$ cat src/wait_for_graph_deadlock_detector_top_macros.svh
// Assertion macros for the wait-for graph deadlock detector.
`ifndef WAIT_FOR_GRAPH_DEADLOCK_DETECTOR_TOP_MACROS_SVH
`define WAIT_FOR_GRAPH_DEADLOCK_DETECTOR_TOP_MACROS_SVH

`ifndef NO_ASSERTIONS

// Property must hold at every clock edge outside reset.
`define WFGDD_ASSERT(lbl, clk, rstn, prop) \
  lbl: assert property (@(posedge clk) disable iff (!rstn) prop) \
    else $error("wfgdd assertion failed");

// Condition must never be true outside reset.
`define WFGDD_ASSERT_NEVER(lbl, clk, rstn, cond) \
  lbl: assert property (@(posedge clk) disable iff (!rstn) !(cond)) \
    else $error("wfgdd forbidden condition seen");

`else

`define WFGDD_ASSERT(lbl, clk, rstn, prop)
`define WFGDD_ASSERT_NEVER(lbl, clk, rstn, cond)

`endif

`endif

$ cat src/wfgdd_pkg.sv
// Package: sizes, datapath opcodes and controller/datapath interface types.
package wfgdd_pkg;

  localparam int MaxTx = 16;
  localparam int SlotW = $clog2(MaxTx);

  typedef logic [MaxTx-1:0] slot_mask_t;
  typedef logic [SlotW-1:0] slot_idx_t;

  typedef enum logic [1:0] {
    DP_IDLE  = 2'd0,
    DP_LOAD  = 2'd1,
    DP_REACH = 2'd2,
    DP_PEEL  = 2'd3
  } dp_op_e;

  typedef struct packed {
    dp_op_e op;
    logic   res_we;
  } dp_cmd_t;

  typedef struct packed {
    logic pass_last;
    logic pass_changed;
    logic dead;
  } dp_status_t;

endpackage

$ cat src/wfgdd_dp.sv
// Datapath: wait-for row store, working slot set, sweep counter, result register.
module wfgdd_dp
  import wfgdd_pkg::*;
(
  input  logic        clk_i,
  input  logic        rst_ni,
  input  dp_cmd_t     cmd_i,
  input  logic        mode_i,
  input  slot_idx_t   tx_slot_i,
  input  logic [15:0] blocker_mask_i,
  output dp_status_t  status_o,
  output logic        deadlock_o
);

  slot_mask_t rows_q [MaxTx];
  slot_mask_t set_q, set_d;
  slot_idx_t  cnt_q, cnt_d;
  logic       chg_q, chg_d;
  logic       dead_q;

  slot_mask_t row_rd, grow, peel;
  logic       chg_now, last;

  assign row_rd = rows_q[cnt_q];
  assign last   = (cnt_q == slot_idx_t'(MaxTx - 1));

  // reach grows by the row of a member; peel drops a member with no edge into the set
  always_comb begin
    grow = set_q | (set_q[cnt_q] ? row_rd : '0);
    peel = set_q;
    if (set_q[cnt_q] && ((row_rd & set_q) == '0)) begin
      peel[cnt_q] = 1'b0;
    end
  end

  always_comb begin
    set_d = set_q;
    cnt_d = cnt_q;
    chg_d = chg_q;
    case (cmd_i.op)
      DP_LOAD: begin
        set_d = mode_i ? '0 : (slot_mask_t'(1) << tx_slot_i);
        cnt_d = '0;
        chg_d = 1'b0;
      end
      DP_REACH: set_d = grow;
      DP_PEEL:  set_d = peel;
      default:  set_d = set_q;
    endcase
    chg_now = (cmd_i.op == DP_REACH || cmd_i.op == DP_PEEL) && (set_d != set_q);
    if (cmd_i.op == DP_REACH || cmd_i.op == DP_PEEL) begin
      if (last) begin
        cnt_d = '0;
        chg_d = 1'b0;
      end else begin
        cnt_d = cnt_q + slot_idx_t'(1);
        chg_d = chg_q | chg_now;
      end
    end
  end

  always_ff @(posedge clk_i or negedge rst_ni) begin
    if (!rst_ni) begin
      set_q <= '0;
      cnt_q <= '0;
      chg_q <= 1'b0;
    end else begin
      set_q <= set_d;
      cnt_q <= cnt_d;
      chg_q <= chg_d;
    end
  end

  // row store, empty graph after reset
  always_ff @(posedge clk_i or negedge rst_ni) begin
    if (!rst_ni) begin
      for (int i = 0; i < MaxTx; i++) begin
        rows_q[i] <= '0;
      end
    end else if (cmd_i.op == DP_LOAD) begin
      rows_q[tx_slot_i] <= mode_i ? '0 : slot_mask_t'(blocker_mask_i);
    end
  end

  always_ff @(posedge clk_i) begin
    if (cmd_i.res_we) begin
      dead_q <= (set_q != '0);
    end
  end

  assign status_o.pass_last    = last;
  assign status_o.pass_changed = chg_q | chg_now;
  assign status_o.dead         = (set_q != '0);
  assign deadlock_o            = dead_q;

endmodule

$ cat src/wfgdd_ctrl.sv
// Controller: sequences load, reach sweeps, peel sweeps and result hand-off.
module wfgdd_ctrl
  import wfgdd_pkg::*;
(
  input  logic       clk_i,
  input  logic       rst_ni,
  input  logic       in_valid_i,
  output logic       in_stall_o,
  input  logic       mode_i,
  output logic       out_valid_o,
  input  logic       out_stall_i,
  output dp_cmd_t    cmd_o,
  input  dp_status_t status_i
);

  typedef enum logic [3:0] {
    ST_IDLE  = 4'b0001,
    ST_REACH = 4'b0010,
    ST_PEEL  = 4'b0100,
    ST_DONE  = 4'b1000
  } state_e;

  state_e state_q, state_d;
  logic   out_valid_q, out_valid_d;
  logic   out_free;

  assign out_free   = !out_valid_q || !out_stall_i;
  assign in_stall_o = (state_q != ST_IDLE);

  always_comb begin
    state_d       = state_q;
    cmd_o.op      = DP_IDLE;
    cmd_o.res_we  = 1'b0;
    case (state_q)
      ST_IDLE: begin
        if (in_valid_i) begin
          cmd_o.op = DP_LOAD;
          // clear item leaves an empty set, so the result is no deadlock
          state_d  = mode_i ? ST_DONE : ST_REACH;
        end
      end
      ST_REACH: begin
        cmd_o.op = DP_REACH;
        if (status_i.pass_last && !status_i.pass_changed) state_d = ST_PEEL;
      end
      ST_PEEL: begin
        cmd_o.op = DP_PEEL;
        if (status_i.pass_last && !status_i.pass_changed) state_d = ST_DONE;
      end
      ST_DONE: begin
        if (out_free) begin
          cmd_o.res_we = 1'b1;
          state_d      = ST_IDLE;
        end
      end
      default: state_d = ST_IDLE;
    endcase
  end

  assign out_valid_d = cmd_o.res_we ? 1'b1 : (out_valid_q && out_stall_i);

  always_ff @(posedge clk_i or negedge rst_ni) begin
    if (!rst_ni) begin
      state_q     <= ST_IDLE;
      out_valid_q <= 1'b0;
    end else begin
      state_q     <= state_d;
      out_valid_q <= out_valid_d;
    end
  end

  assign out_valid_o = out_valid_q;

endmodule

$ cat src/wait_for_graph_deadlock_detector_top.sv
// Top level of the wait-for graph deadlock detector.
// Keeps one 16-bit blocker row per transaction slot (all empty after reset).
// A wait transfer (mode 0) replaces the row of tx_slot with blocker_mask and
// returns deadlock = 1 when a cycle, a self-edge included, is reachable from
// that slot; the row stays in place either way. A clear transfer (mode 1)
// empties the row and returns 0. One result transfer follows every input
// transfer, in order. Timing: the row store is read one row per cycle by a
// sweep counter. A wait item is loaded, then goes through 1 to 16 reach
// sweeps and then 1 to 17 peel sweeps over all 16 rows, the last sweep of
// each being the one that finds no change; then its result is loaded into
// the result register. A clear item is loaded and then goes straight to the
// result register. The result register sits between the two channels, so
// the next item is taken while a result still waits on out_stall_i.
`include "wait_for_graph_deadlock_detector_top_macros.svh"

module wait_for_graph_deadlock_detector_top
  import wfgdd_pkg::*;
(
  input  logic        clk_i,
  input  logic        rst_ni,
  input  logic        in_valid_i,
  output logic        in_stall_o,
  input  logic        mode_i,
  input  logic [3:0]  tx_slot_i,
  input  logic [15:0] blocker_mask_i,
  output logic        out_valid_o,
  input  logic        out_stall_i,
  output logic        deadlock_o
);

  dp_cmd_t    cmd;
  dp_status_t status;

  wfgdd_ctrl u_ctrl (
    .clk_i       (clk_i),
    .rst_ni      (rst_ni),
    .in_valid_i  (in_valid_i),
    .in_stall_o  (in_stall_o),
    .mode_i      (mode_i),
    .out_valid_o (out_valid_o),
    .out_stall_i (out_stall_i),
    .cmd_o       (cmd),
    .status_i    (status)
  );

  wfgdd_dp u_dp (
    .clk_i          (clk_i),
    .rst_ni         (rst_ni),
    .cmd_i          (cmd),
    .mode_i         (mode_i),
    .tx_slot_i      (slot_idx_t'(tx_slot_i)),
    .blocker_mask_i (blocker_mask_i),
    .status_o       (status),
    .deadlock_o     (deadlock_o)
  );

  // block turns busy right after taking an item
  `WFGDD_ASSERT(a_busy_after_accept, clk_i, rst_ni, (in_valid_i && !in_stall_o) |=> in_stall_o)

  // result register is loaded only when the pending result is gone or leaving
  `WFGDD_ASSERT_NEVER(a_no_result_overwrite, clk_i, rst_ni,
                      cmd.res_we && out_valid_o && out_stall_i)

  // a clear item always yields an empty set, hence no deadlock
  `WFGDD_ASSERT(a_clear_no_dead, clk_i, rst_ni,
                (cmd.op == DP_LOAD && mode_i) |=> !status.dead)

endmodule
$ cat config.mk
export PLATFORM = sky130hd
export DESIGN_NAME = wait_for_graph_deadlock_detector_top
export DESIGN_NICKNAME = d
export VERILOG_FILES = /design/src/wfgdd_pkg.sv /design/src/wfgdd_dp.sv /design/src/wfgdd_ctrl.sv /design/src/wait_for_graph_deadlock_detector_top.sv
export VERILOG_INCLUDE_DIRS = /design/src /design/src/src
export SDC_FILE = /design/constraint.sdc
export NUM_CORES = 1
export LEC_CHECK = 0
export BUFFER_PORTS_ARGS = -buffer_cell sky130_fd_sc_hd__buf_2
export CORE_MARGIN = 2
export CORE_UTILIZATION = 45
export CTS_CLUSTER_DIAMETER = 80
export DETAILED_ROUTE_END_ITERATION = 16
export PLACE_DENSITY = 0.64
export SETUP_SLACK_MARGIN = 0.1
export SLEW_MARGIN = 20
export SYNTH_ARGS = -nofsm -noshare
export SYNTH_HDL_FRONTEND = slang
export SYNTH_SLANG_ARGS = --single-unit
$ cat constraint.sdc
create_clock -name clk_i -period 4.2 [get_ports clk_i]
set_input_delay 0.21 -clock clk_i [delete_from_list [all_inputs] [get_ports clk_i]]
set_output_delay 0.21 -clock clk_i [all_outputs]
set_load 0.03 [all_outputs]
==> impl_metrics.tcl <==
set metrics [dict create \
    status "completed" \
    critPathRequiredTime_ns 4.66 \
    route.detailed.drc 0 \
    end_kind "flip-flop" \
    num_vias 12030 \
    ys_ff_latch 283 \
    max_cap_viol_count 0 \
    worst_hold_path_type "input port to flip-flop" \
    cp.depth 12 \
    synth_area_leaders "dfrtp_1 49%, o21ai_0 9.1%, nand2_1 8.2%" \
    final_cells 1942 \
    portBuffers 27 \
    synth-main-ff-cell "dfrtp_1" \
    htree_num_levels 1 \
    mappedNetlistNets 1536 \
    clk_pin_slew_ns 0.06 \
    dr.pass1.iters 5 \
    num-fill-cells 2897 \
    grt_usage_pct 29.50 \
    hpwl_mm 31.82 \
    dieArea_um2 33620 \
    grt_overflow 0 \
    finalCriticalPeriod_ns 4.022 \
    cts_made_buffers 31 \
    synthMuxAreaShare_pct 12.32 \
    max_freq_ghz 0.2486 \
    synth-compound-area-share_pct 17.87 \
    mostFrequentLayoutCells "317 x nand2_1, 279 x dfrtp_1, 264 x o21ai_0" \
    row_count 65 \
    drive_gt1_share_pct 15.52 \
    ant_nets 0 \
    vias_per_cell 6.194 \
    crit_top_cell "a31oi_1" \
    cellLeakagePower_nw 6.944 \
    multiInputGateArea_um2 6674 \
    yosys.area_share.xor_xnor_pct 0.1210 \
    postCtsSetupRepairBufs 0 \
    critPathMaxStageDelay_ns 0.56 \
    report.final.slew_viol_count 0 \
    ios 28 \
    syn-cell-area_um2 14480 \
    dieWidth_um 183.4 \
    yosysTopAreaCell "dfrtp_1" \
    worst_pin_slew_ns 0.9094 \
    path_max_fanout 25 \
    whs_path_depth 3 \
    synth_edf_count 1 \
    insertion_delay_ns 0.60 \
    cp_data_arrival_time_ns 4.48 \
    ys_warn_count 0 \
    core_area_um2 31640 \
    antenna_found_initial 2 \
    setup_violations 0 \
    gp_congestion 1.012 \
    syn_area_per_cell_um2 9.606 \
    clock-sinks 283 \
    ff_latch_area_um2 7096 \
    wire_per_inst_um 24.75 \
    synth_fa_ha_area_share_pct 0.3457 \
    crit_family "compound AO/OA/AOI/OAI gates" \
    fin_skew_ns 0.02276 \
    cp_num_buf_inv 2 \
    synth_top_family_by_area "compound AO/OA/AOI/OAI gates" \
    dieHeight_um 183.4 \
    worstRegToRegCells 12 \
    start_util_pct 45.76 \
    area_growth_pct 11.88 \
    slowest_stage "mux4_2" \
    crit_chain "buf_12 -> mux4_2 -> and3_1 -> a31oi_1 -> o2111ai_1 -> nor4_1 -> buf_4 -> nand3_1 -> nor2_1 -> a31oi_1 -> a211oi_1 -> o22ai_1" \
    grt_max_degree 115 \
    diodes 0 \
    netlist.area_leader.share_pct 48.57 \
    critPathKind "flip-flop to flip-flop" \
    holdWs_ns 0.1118 \
    fin_setup_tns_ns 0 \
    seq_area_frac_synth_pct 48.96 \
    ir_worst_vdd_mv 0.3669 \
    first_global_vias 11920 \
    synth.distinct_cells 82 \
    p_per_area_nw_per_um2 678.8 \
    async_flop_share_pct 99.65 \
    cts_max_path_buffers 3 \
    final_common_cell "nand2_1" \
    min_period_over_period_pct 95.76 \
    nNetsFinal 1547 \
    grt_pass1_wl_mm 74.78 \
    dp_cells 1884 \
    drt-initial-drc-count 1232 \
    startpoint_type "flip-flop" \
    cts_root_buf "clkbuf_16" \
    wirelength_mm 48.07 \
    slew_headroom_pct 39.37 \
    syn_inst 1507 \
    cts_tree "done" \
    rsz0062_at_grt "true" \
    hold_violations 0 \
    synth_simple_gate_area_share_pct 15.32 \
]
metrics by stage:
stage / setup slack (ns) / total power, mW / cell area (um2) / util [%]
after global placement: 0.2595 / 8.239 / 15190 / 48.00
after CTS: 0.2375 / 10.93 / 16180 / 51.16
after global routing: 0.09730 / 11.62 / 16200 / 51.20
final: 0.1780 / 10.99 / 16200 / 51.20
after detailed placement: 0.2647 / 8.310 / 15190 / 48.02
after floorplan: 0.6176 / 6.923 / 14480 / -
flip-flops by register name (all words and copies together) (netlist names):
name,count
u_dp.set_q,16
u_dp.cnt_q,4
u_ctrl.out_valid_o,1
u_ctrl.state_q,4
u_dp.deadlock_o,1
u_dp.rows_q,256
u_dp.chg_q,1
path summary, 6_finish.rpt:
kind	start	end	slack [ns]
setup / recovery	u_dp.cnt_q[0]$_DFFE_PN0N_	u_dp.set_q[3]$_DFF_PN0_	0.18
hold / removal	tx_slot_i[3]	u_dp.rows_q[113]$_DFFE_PN0P_	0.11
setup reg to reg	u_dp.cnt_q[0]$_DFFE_PN0N_	u_dp.set_q[3]$_DFF_PN0_	0.18
hold reg to reg	u_dp.rows_q[17]$_DFFE_PN0P_	u_dp.rows_q[17]$_DFFE_PN0P_	0.47
max in group asynchronous	rst_ni	u_dp.rows_q[104]$_DFFE_PN0P_	2.77
min in group asynchronous	rst_ni	u_dp.rows_q[128]$_DFFE_PN0P_	0.29
worst register-to-register path, delay by kind of cell (launching register included):
family	cells	cell delay, ns
AOI/OAI and AO/OA	5	1.26
DFF	1	0.55
and+or+nand+nor	4	1.04
muxes	1	0.58
buffers and inverters	2	0.45
synth_stat cells (5+ instances only):
cell and n:
a32oi_1 5, o2bb2ai_1 6, a31oi_1 9, a22o_1 5
buf_4 6, nand2b_1 22, nand4_1 15, inv_1 36
buf_2 13, and3_1 6, dfrtp_1 281, a2111o_1 5
a21oi_1 48, and2_1 10, nand3_1 25, buf_6 8
o21ai_0 264, nor2b_1 8, mux2_2 9, clkbuf_1 98
o22ai_1 7, nand2_1 317, mux4_2 48, a22oi_1 17
nor4_1 9, mux2i_1 60, nor2_1 49, buf_1 6
nor3_1 8, a21boi_0 5
cell type report:
cell class,instances,share of cell area (%)
repair buffers,109,5.052
multi-input cells,1055,41.21
well taps,402,3.105
clock inverters,12,0.5098
inverters,38,0.8806
clock buffers,43,5.438
flip-flops and latches,283,43.81
repair_timing:
item | 4_1_cts | 5_1_grt
gates resized for setup | 0 | 2
hold buffers | 3 | 0
endpoints found under the hold margin | 113 | 0
endpoints found under the setup margin | 0 | 4
cells by family after synthesis:
| group | Yosys count |
|---|---|
| adders and majority gates | 4 |
| muxes | 117 |
| AOI/OAI and AO/OA | 436 |
| buffers and inverters | 169 |
| and+or+nand+nor | 496 |
| DFF | 283 |
| xor gates and xnor gates | 2 |
per-layer routing:
layer  share of wire (%)  vias to the layer above  track usage, %
met5                   0                        -               0
met2                  44                      545           44.05
met4                 5.3                        0           13.79
met3                 7.3                      147           4.508
met1                  44                     5978           42.48
li1                    -                     5358               -
where the power goes:
part / total (mW) / switching (mW) / internal, mW
registers: 4.37 / 0.675 / 3.69
logic: 4.02 / 2.35 / 1.67
clock network: 2.61 / 1.15 / 1.46
Power figures use the tool's default switching activity.
